## src/hw/rtl/hps_pkg.sv

```systemverilog
// ----------------------------------------------------------------------------
// hps_pkg: shared types and constants of the haptic pattern sequencer
// Sizes of the pattern ring and step memory, operation and status codes,
// and the control bundles between the controller and the datapath.
// ----------------------------------------------------------------------------
package hps_pkg;

    localparam int PATTERN_SLOTS = 8;
    localparam int MAX_STEPS     = 32;
    localparam int MEM_DEPTH     = PATTERN_SLOTS * MAX_STEPS;

    localparam int SLOT_W = $clog2(PATTERN_SLOTS);
    localparam int STEP_W = (MAX_STEPS > 1) ? $clog2(MAX_STEPS) : 1;
    localparam int CNT_W  = $clog2(MAX_STEPS + 1);
    localparam int FILL_W = $clog2(PATTERN_SLOTS + 1);
    localparam int ADDR_W = $clog2(MEM_DEPTH);
    localparam int DUR_W  = 16;
    localparam int QCNT_W = 4;

    localparam int IN_DATA_W  = 24;
    localparam int OUT_DATA_W = 8;
    localparam int PADDR_W    = 3;
    localparam int PDATA_W    = 32;

    localparam logic [PADDR_W-1:0] ADDR_DND = PADDR_W'(0);

    typedef enum logic [1:0] {
        OP_APPEND = 2'd0,
        OP_COMMIT = 2'd1,
        OP_STOP   = 2'd2,
        OP_TICK   = 2'd3
    } t_op;

    typedef enum logic [1:0] {
        ST_OK        = 2'd0,
        ST_EMPTY     = 2'd1,
        ST_FULL      = 2'd2,
        ST_TRUNCATED = 2'd3
    } t_status;

    typedef struct packed {
        logic capture;
        logic exec;
    } t_ctrl_cmd;

    typedef struct packed {
        logic out_valid;
    } t_dp_status;

    function automatic logic [SLOT_W-1:0] next_slot(input logic [SLOT_W-1:0] s);
        next_slot = (s == SLOT_W'(PATTERN_SLOTS - 1)) ? '0 : s + SLOT_W'(1);
    endfunction

endpackage

```

## src/hw/rtl/hps_ctrl.sv

```systemverilog
// ----------------------------------------------------------------------------
// hps_ctrl: item sequencing for the haptic pattern sequencer
// Takes one item, then runs its execute cycle once the output slot is free.
// ----------------------------------------------------------------------------
module hps_ctrl
    import hps_pkg::*;
(
    input  logic       i_clk,
    input  logic       i_rst_n,
    input  logic       i_in_valid,
    input  logic       i_out_ready,
    input  t_dp_status i_status,
    output logic       o_in_ready,
    output t_ctrl_cmd  o_cmd
);

    typedef enum logic {
        S_IDLE,
        S_EXEC
    } t_state;

    t_state r_state;
    logic   w_slot_free;

    assign w_slot_free   = !i_status.out_valid || i_out_ready;
    assign o_in_ready    = (r_state == S_IDLE);
    assign o_cmd.capture = o_in_ready && i_in_valid;
    assign o_cmd.exec    = (r_state == S_EXEC) && w_slot_free;

    always_ff @(posedge i_clk) begin
        if (!i_rst_n) begin
            r_state <= S_IDLE;
        end else begin
            case (r_state)
                S_IDLE: begin
                    if (o_cmd.capture) r_state <= S_EXEC;
                end
                S_EXEC: begin
                    // hold until the result has somewhere to go
                    if (w_slot_free) r_state <= S_IDLE;
                end
                default: r_state <= S_IDLE;
            endcase
        end
    end

endmodule

```

## src/hw/rtl/hps_datapath.sv

```systemverilog
// ----------------------------------------------------------------------------
// hps_datapath: pattern state, step memory and result register
// Holds the staged and queued patterns, plays the head pattern on ticks and
// forms one result per item. Also holds the do-not-disturb register.
// ----------------------------------------------------------------------------
module hps_datapath
    import hps_pkg::*;
(
    input  logic                  i_clk,
    input  logic                  i_rst_n,
    input  t_ctrl_cmd             i_cmd,
    output t_dp_status            o_status,
    input  logic [1:0]            i_op,
    input  logic [DUR_W-1:0]      i_dur,
    input  logic                  i_repeat,
    input  logic                  i_stop,
    input  logic                  i_out_ready,
    output logic                  o_out_valid,
    output logic [OUT_DATA_W-1:0] o_out_data,
    input  logic                  i_cfg_we,
    input  logic                  i_cfg_dnd,
    output logic                  o_dnd
);

    // captured item
    t_op              r_op;
    logic [DUR_W-1:0] r_dur;
    logic             r_repeat;
    logic             r_stop;

    // pattern state
    logic [DUR_W-1:0]  r_mem [MEM_DEPTH];
    logic [DUR_W-1:0]  r_rd_data;
    logic [CNT_W-1:0]  r_slot_cnt [PATTERN_SLOTS];
    logic              r_slot_rep [PATTERN_SLOTS];
    logic [SLOT_W-1:0] r_head, n_head;
    logic [SLOT_W-1:0] r_tail, n_tail;
    logic [FILL_W-1:0] r_fill, n_fill;
    logic [STEP_W-1:0] r_step, n_step;
    logic [DUR_W-1:0]  r_elapsed, n_elapsed;
    logic              r_playing, n_playing;
    logic [CNT_W-1:0]  r_staged, n_staged;
    logic              r_dnd;

    logic                  r_out_valid;
    logic [OUT_DATA_W-1:0] r_out_data, n_out_data;

    logic [ADDR_W-1:0] w_rd_addr, w_wr_addr;
    logic              w_mem_we, w_slot_we;
    logic              w_drop, w_start;
    logic [DUR_W:0]    w_el;
    logic [CNT_W:0]    w_step_nx;
    t_status           w_status;
    logic [FILL_W-1:0] w_waiting;

    assign w_rd_addr = ADDR_W'(r_head) * ADDR_W'(MAX_STEPS) + ADDR_W'(r_step);
    assign w_wr_addr = ADDR_W'(r_tail) * ADDR_W'(MAX_STEPS) + ADDR_W'(r_staged);

    always_comb begin
        n_head    = r_head;
        n_tail    = r_tail;
        n_fill    = r_fill;
        n_step    = r_step;
        n_elapsed = r_elapsed;
        n_playing = r_playing;
        n_staged  = r_staged;
        w_mem_we  = 1'b0;
        w_slot_we = 1'b0;
        w_drop    = 1'b0;
        w_start   = 1'b0;
        w_status  = ST_OK;
        w_el      = '0;
        w_step_nx = '0;

        case (r_op)
            OP_APPEND: begin
                if (r_fill >= FILL_W'(PATTERN_SLOTS)) begin
                    w_status = ST_FULL;
                end else if (r_staged >= CNT_W'(MAX_STEPS)) begin
                    w_status = ST_TRUNCATED;
                end else begin
                    w_mem_we = 1'b1;
                    n_staged = r_staged + CNT_W'(1);
                end
            end
            OP_COMMIT: begin
                if (r_staged == '0) begin
                    w_status = ST_EMPTY;
                end else if (r_fill >= FILL_W'(PATTERN_SLOTS)) begin
                    w_status = ST_FULL;
                end else begin
                    w_slot_we = 1'b1;
                    n_tail    = next_slot(r_tail);
                    n_fill    = r_fill + FILL_W'(1);
                    n_staged  = '0;
                    w_drop    = r_stop;
                    w_start   = !r_stop;
                end
            end
            OP_STOP: begin
                w_drop = 1'b1;
            end
            default: begin
                if (r_playing) begin
                    w_el      = {1'b0, r_elapsed} + (DUR_W+1)'(1);
                    n_elapsed = w_el[DUR_W-1:0];
                    if (w_el >= {1'b0, r_rd_data}) begin
                        n_elapsed = '0;
                        w_step_nx = (CNT_W+1)'(r_step) + (CNT_W+1)'(1);
                        n_step    = w_step_nx[STEP_W-1:0];
                        if (w_step_nx >= {1'b0, r_slot_cnt[r_head]}) begin
                            n_step = '0;
                            w_drop = !r_slot_rep[r_head];
                        end
                    end
                end
            end
        endcase

        // abort the playing pattern and retire its slot
        if (w_drop && n_playing) begin
            n_playing = 1'b0;
            n_step    = '0;
            n_elapsed = '0;
            n_head    = next_slot(n_head);
            n_fill    = n_fill - FILL_W'(1);
        end
        // start the head pattern when nothing plays
        if ((w_drop || w_start) && !n_playing && (n_fill != '0)) begin
            n_playing = 1'b1;
            n_step    = '0;
            n_elapsed = '0;
        end

        w_waiting  = n_fill - FILL_W'(n_playing);
        n_out_data = {QCNT_W'(w_waiting), w_status, n_playing,
                      n_playing && !n_step[0] && !r_dnd};
    end

    // capture the item on accept
    always_ff @(posedge i_clk) begin
        if (i_cmd.capture) begin
            r_op     <= t_op'(i_op);
            r_dur    <= i_dur;
            r_repeat <= i_repeat;
            r_stop   <= i_stop;
        end
    end

    // step memory: read every cycle; the value latched at accept serves the tick
    always_ff @(posedge i_clk) begin
        r_rd_data <= r_mem[w_rd_addr];
        if (i_cmd.exec && w_mem_we) r_mem[w_wr_addr] <= r_dur;
    end

    always_ff @(posedge i_clk) begin
        if (!i_rst_n) begin
            r_head    <= '0;
            r_tail    <= '0;
            r_fill    <= '0;
            r_step    <= '0;
            r_elapsed <= '0;
            r_playing <= 1'b0;
            r_staged  <= '0;
            for (int i = 0; i < PATTERN_SLOTS; i++) begin
                r_slot_cnt[i] <= '0;
                r_slot_rep[i] <= 1'b0;
            end
        end else if (i_cmd.exec) begin
            r_head    <= n_head;
            r_tail    <= n_tail;
            r_fill    <= n_fill;
            r_step    <= n_step;
            r_elapsed <= n_elapsed;
            r_playing <= n_playing;
            r_staged  <= n_staged;
            if (w_slot_we) begin
                r_slot_cnt[r_tail] <= r_staged;
                r_slot_rep[r_tail] <= r_repeat;
            end
        end
    end

    always_ff @(posedge i_clk) begin
        if (!i_rst_n) begin
            r_dnd <= 1'b0;
        end else if (i_cfg_we) begin
            r_dnd <= i_cfg_dnd;
        end
    end

    always_ff @(posedge i_clk) begin
        if (!i_rst_n) begin
            r_out_valid <= 1'b0;
        end else if (i_cmd.exec) begin
            r_out_valid <= 1'b1;
        end else if (i_out_ready) begin
            r_out_valid <= 1'b0;
        end
    end

    always_ff @(posedge i_clk) begin
        if (i_cmd.exec) r_out_data <= n_out_data;
    end

    assign o_status.out_valid = r_out_valid;
    assign o_out_valid        = r_out_valid;
    assign o_out_data         = r_out_data;
    assign o_dnd              = r_dnd;

endmodule

```

## src/hw/rtl/haptic_pattern_sequencer.sv

```systemverilog
// ----------------------------------------------------------------------------
// Each item is accepted in the idle state and then executed in the execute
// state, which loads the result register; the result is valid after the execute edge.
// Only one item is in flight: the controller takes no new item until the last one has
// executed. A stalled result holds the next item in its execute
// cycle and blocks further accepts. Reset is synchronous, active low; the step
// memory is not cleared and all control state is ready at once.
// ----------------------------------------------------------------------------
// haptic_pattern_sequencer: vibration-motor pattern player
// Stages step patterns, queues them in a ring of slots and plays the head
// pattern on millisecond tick items.
// ----------------------------------------------------------------------------
module haptic_pattern_sequencer
    import hps_pkg::*;
(
    input  logic                  i_clk,
    input  logic                  i_rst_n,
    input  logic                  s_axis_tvalid,
    output logic                  s_axis_tready,
    // [15:0] step_duration, [16] repeat_forever, [17] stop_playing, [23:18] zero
    input  logic [IN_DATA_W-1:0]  s_axis_tdata,
    // [1:0] operation
    input  logic [1:0]            s_axis_tuser,
    output logic                  m_axis_tvalid,
    input  logic                  m_axis_tready,
    // [0] motor_drive, [1] busy_res, [3:2] status, [7:4] queued_patterns
    output logic [OUT_DATA_W-1:0] m_axis_tdata,
    input  logic                  psel,
    input  logic                  penable,
    input  logic                  pwrite,
    input  logic [PADDR_W-1:0]    paddr,
    input  logic [PDATA_W-1:0]    pwdata,
    output logic [PDATA_W-1:0]    prdata,
    output logic                  pready
);

    t_ctrl_cmd  w_cmd;
    t_dp_status w_status;
    logic       w_cfg_we;
    logic       w_dnd;

    assign pready   = 1'b1;
    assign w_cfg_we = psel && penable && pwrite && (paddr == ADDR_DND);
    assign prdata   = (paddr == ADDR_DND) ? PDATA_W'(w_dnd) : '0;

    hps_ctrl u_ctrl (
        .i_clk       (i_clk),
        .i_rst_n     (i_rst_n),
        .i_in_valid  (s_axis_tvalid),
        .i_out_ready (m_axis_tready),
        .i_status    (w_status),
        .o_in_ready  (s_axis_tready),
        .o_cmd       (w_cmd)
    );

    hps_datapath u_datapath (
        .i_clk       (i_clk),
        .i_rst_n     (i_rst_n),
        .i_cmd       (w_cmd),
        .o_status    (w_status),
        .i_op        (s_axis_tuser),
        .i_dur       (s_axis_tdata[DUR_W-1:0]),
        .i_repeat    (s_axis_tdata[DUR_W]),
        .i_stop      (s_axis_tdata[DUR_W+1]),
        .i_out_ready (m_axis_tready),
        .o_out_valid (m_axis_tvalid),
        .o_out_data  (m_axis_tdata),
        .i_cfg_we    (w_cfg_we),
        .i_cfg_dnd   (pwdata[0]),
        .o_dnd       (w_dnd)
    );

    // one item in flight: an accept is followed by the execute cycle
    a_one_item: assert property (@(posedge i_clk) disable iff (!i_rst_n)
        (s_axis_tvalid && s_axis_tready) |=> !s_axis_tready)
        else $error("item accepted while another is in flight");

    // the motor runs only while a pattern plays
    a_drive_busy: assert property (@(posedge i_clk) disable iff (!i_rst_n)
        m_axis_tvalid |-> (!m_axis_tdata[0] || m_axis_tdata[1]))
        else $error("motor drive without a playing pattern");

    // no result is pending after reset
    a_reset_out: assert property (@(posedge i_clk)
        !i_rst_n |=> !m_axis_tvalid)
        else $error("result valid after reset");

endmodule

```

## config.mk

```make
export PLATFORM = sky130hd
export DESIGN_NAME = haptic_pattern_sequencer
export DESIGN_NICKNAME = d
export VERILOG_FILES = /design/src/hw/rtl/hps_pkg.sv /design/src/hw/rtl/hps_ctrl.sv /design/src/hw/rtl/hps_datapath.sv /design/src/hw/rtl/haptic_pattern_sequencer.sv
export SDC_FILE = /design/constraint.sdc
export NUM_CORES = 2
export LEC_CHECK = 0
export BUFFER_PORTS_ARGS = -buffer_cell sky130_fd_sc_hd__clkbuf_2
export CORE_MARGIN = 2
export CORE_UTILIZATION = 57
export CTS_CLUSTER_SIZE = 40
export DETAILED_ROUTE_END_ITERATION = 16
export HOLD_SLACK_MARGIN = 0.1
export PLACE_DENSITY = 0.76
export SLEW_MARGIN = 5
export SYNTH_ARGS = -nofsm -noshare
export SYNTH_HDL_FRONTEND = slang
export SYNTH_HIERARCHICAL = 1
export SYNTH_MEMORY_MAX_BITS = 65536
export SYNTH_SLANG_ARGS = --single-unit
```

## constraint.sdc

```tcl
create_clock -name i_clk -period 4 [get_ports i_clk]
set_input_delay 0.4 -clock i_clk [delete_from_list [all_inputs] [get_ports i_clk]]
set_output_delay 0.4 -clock i_clk [all_outputs]
set_load 0.005 [all_outputs]
```

==> impl_metrics.json <==
{
  "initial_core_util": 0.5742,
  "avgSynthCellArea_um2": 22.09,
  "maxCapViolCount": 0,
  "critPathCaptureType": "flip-flop",
  "hold_viol": 0,
  "worstMarginPinSlew_ns": 1.334,
  "r2r-end": "u_datapath/o_out_data[7]",
  "cp_top_family": "simple AND/OR/NAND/NOR gates",
  "critPathBufInv": 2,
  "portBuffers": 41,
  "synth_mux_area_frac": 0.1451,
  "synth_seq_cells": 4240,
  "run_status": "complete, no violations",
  "p_comb_frac": 0.012,
  "hold_path_depth": 4,
  "grt_overflow": 0,
  "max-slew-margin-rel": 0.1107,
  "min_path_type": "in2reg",
  "rr_worst_depth": 20,
  "synth_ff_type": "edfxtp_1",
  "drt_wl_total_mm": 409.9,
  "cp_slowest_cell": "dfxtp_1",
  "routabilityCongestion": 0.8600,
  "die-area_mm2": 0.2891,
  "layout.nets": 8139,
  "cellPowerDensity_mw_per_mm2": 477.4,
  "arrival_ns": 4.49,
  "fin_crit_ns": 3.869,
  "fp.coreArea_mm2": 0.2828,
  "htreeDepth": 5,
  "yosysWarnings": 6,
  "final_common_cell": "edfxtp_1",
  "fp-row-count": 195,
  "io_pins": 111,
  "seq_area_frac_synth": 0.7800,
  "final_cell_mix": "4172 x edfxtp_1, 1038 x mux4_2, 593 x buf_4",
  "synthCells": 7350,
  "synthAdderAreaFrac": 0.003006,
  "async_flop_share": 0,
  "yosys.area_share.simple": 0.01801,
  "ir_worst_vdd_mv": 0.3751,
  "whs_ns": 0.2002,
  "p_switching_mw": 17.22,
  "cp-start-kind": "flip-flop",
  "clock_latency_ns": 0.94,
  "endpoint": "u_datapath/o_out_data[7]",
  "cts_buffer_depth": 4,
  "seqPwrFrac": 0.555,
  "dieHeight_um": 537.7,
  "path_depth": 20,
  "finalSetupViolCount": 0,
  "cts-root-buf": "clkbuf_16",
  "cts_tree": "yes",
  "synth_top_family_by_area": "multiplexers",
  "drc": 0,
  "ys_types": 71,
  "clk_pin_slew_ns": 0.06,
  "maxSlewViolCount": 0,
  "cpPeakStageDelay_ns": 0.34,
  "switching_share": 0.1952,
  "via_per_inst": 6.855,
  "grt_pass1_vias": 82401,
  "synth_compound_area_frac": 0.03826,
  "required_ns": 4.62,
  "p_int_mw": 71.00,
  "fin_skew_ns": 0.06840,
  "grt_util_all_layers": 0.2838,
  "reg2reg_from": "u_datapath/r_elapsed[0]",
  "cp-startpoint": "u_datapath/r_elapsed[0]",
  "path_cells": "ha_2, and3_4, nand3_4, nor2_4, and3_4, xor2_4, ha_4, a21o_1, a21o_1, nor3_2, o311ai_4, buf_12, a32o_2, nor2_4, inv_1, ha_2, nand3_1, xnor2_1, mux2i_1, xnor2_1",
  "dr.first_iter.drc_count": 13394,
  "grt_antenna_before_repair": 12,
  "area_delta_synth_final_pct": 13.82,
  "drt-pass1-iter-count": 6,
  "synth_edf_count": 4172,
  "num_vias": 82974,
  "dpl.hpwl_mm": 220.4,
  "path_class": "reg2reg",
  "grt_max_degree": 225,
  "die_x_um": 537.7,
  "numCtsBuffers": 407,
  "r2r_slack_ns": 0.13,
  "p_leak_nw": 57.40,
  "fmax_mhz": 258.5,
  "drive_gt1_frac": 0.2852,
  "clock_power_share": 0.433,
  "ant_nets": 0,
  "power.total_mw": 88.22,
  "syn_area_mm2": 0.1624,
  "min_period_over_period": 0.9672,
  "grt_pass1_wl_mm": 589.7,
  "wl_per_cell_um": 33.87,
  "clkSinkCount": 4240,
  "synth_xor_xnor_area_share": 0.001873,
  "path_max_fanout": 4
}
## how the worst min path moves through the flow
stage	slack [ns]	to	start
final	0.20	u_datapath/r_tail[0]	i_rst_n
after global routing	0.17	u_datapath/o_dnd	i_rst_n
after CTS	0.12	u_datapath/o_dnd	i_rst_n
after detailed placement	0.46	u_datapath/r_slot_rep[6]	u_datapath/r_slot_rep[6]
after global placement	0.44	u_datapath/r_slot_rep[3]	u_datapath/r_slot_rep[3]
after floorplan	0.43	u_datapath/r_slot_rep[2]	u_datapath/r_slot_rep[2]
## stage by stage
| step | cells | setup TNS, ns | area [µm²] | setup slack, ns | utilization |
|---|---|---|---|---|---|
| CTS | 12094 | 0 | 184600 | 0.05634 | 0.6527 |
| detailed placement | 11335 | -0.2304 | 171200 | -0.1197 | 0.6053 |
| global placement | 11335 | -0.2770 | 171200 | -0.1428 | 0.6053 |
| floorplan | 7380 | -187.29 | 162500 | -0.04573 | - |
| global route | 12102 | -0.02921 | 184800 | -0.02921 | 0.6535 |
| finish | 12104 | 0 | 184800 | 0.1311 | 0.6535 |
## final cells by class
cell class | count | area [µm²]
Antenna cell | 5 | 12.51
Clock buffer | 486 | 10640
Clock inverter | 247 | 2494
Fill cell | 17028 | 97990
Inverter | 28 | 105.1
Multi-Input combinational cell | 2627 | 33920
Sequential cell | 4240 | 126700
Tap cell | 3743 | 4683
Timing Repair Buffer | 728 | 6289
## synth_stat cells, drive strengths merged (3+ instances only)
cell type	count	area, µm²
xnor2	20	175.2
dfxtp	68	1361
a211oi	4	30.03
nor4	6	37.54
nand3b	3	22.52
nand3	54	270.3
clkbuf	277	1040
and4	3	26.28
nand4	11	68.82
nand2	70	262.8
buf	208	1071
xor2	12	105.1
or4	4	30.03
mux2	5	56.30
o211ai	6	58.81
nor3	52	265.3
nand4b	5	43.79
mux4	1038	23380
nor2b	10	65.06
nor2	322	1225
a221oi	129	1130
mux2i	13	130.1
a22oi	272	2042
and2	52	326.6
nor3b	5	42.54
inv	28	105.1
or3	4	25.02
edfxtp	4172	125300
a22o	128	1121
a21oi	163	819.5
and3	10	62.56
o221ai	48	420.4
nand2b	18	120.1
a21o	3	22.52
ha	39	488.0
a2111oi	3	26.28
o21ai	24	120.1
o22ai	35	219.0
## what timing repair did
action | CTS | global route
setup buffers | 1 | 5
gates resized for setup | 5 | 28
hold buffers | 25 | 0
pin swaps | 4 | 9
endpoints found under the hold margin | 43 | 0
endpoints found under the setup margin | 2 | 5
## registers in the layout (all words and copies together) (netlist names), named ones only
name,flops
u_datapath/r_op,2
u_datapath/r_tail,3
u_datapath/r_slot_cnt,48
u_datapath/o_out_valid,1
u_datapath/r_playing,1
u_datapath/r_head,3
u_datapath/r_dur,16
u_ctrl/r_state,1
u_datapath/o_out_data,8
u_datapath/r_mem,4096
u_datapath/r_step,5
u_datapath/r_rd_data,16
u_datapath/r_fill,4
u_datapath/r_stop,1
u_datapath/r_slot_rep,8
u_datapath/r_elapsed,16
u_datapath/o_dnd,1
u_datapath/r_repeat,1
u_datapath/r_staged,6
## power groups by stage
stage / clock (mW) / sequential (mW) / combinational (mW)
2_1_floorplan: 0 / 50.3 / 0.156
3_3_place_gp: 0 / 49.9 / 0.962
3_5_place_dp: 0 / 49.9 / 1.04
4_1_cts: 38.5 / 48.9 / 1.06
5_1_grt: 40.2 / 48.9 / 1.15
6_report: 38.2 / 48.9 / 1.09
## metal layers
| layer | track usage | vias to the layer above | wire (µm) |
|---|---|---|---|
| met2 | 0.4499 | 6014 | 197800 |
| met3 | 0.05956 | 794 | 47900 |
| met4 | 0.1017 | 8 | 16230 |
| met1 | 0.3967 | 43544 | 147900 |
| li1 | - | 32614 | - |
| met5 | 0 | - | 55 |
## kinds of logic (layout without fill, tap and decap cells)
| logic type | after synthesis | in the layout |
|---|---|---|
| adder cells (fa/ha/maj) | 39 | 39 |
| AO/OA/AOI/OAI | 834 | 834 |
| XOR/XNOR | 33 | 33 |
| AND/OR/NAND/NOR | 633 | 633 |
| multiplexers | 1056 | 1056 |
| other | 2 | 37 |
| buffers and inverters | 513 | 1489 |
| flip-flops | 4240 | 4240 |
## tightest hold or removal path, stage by stage
cell,delay [ns]
clkbuf_2,0.15
inv_1,0.07
buf_4,0.27
nor2_1,0.14
(Power assumes the default switching activity.)
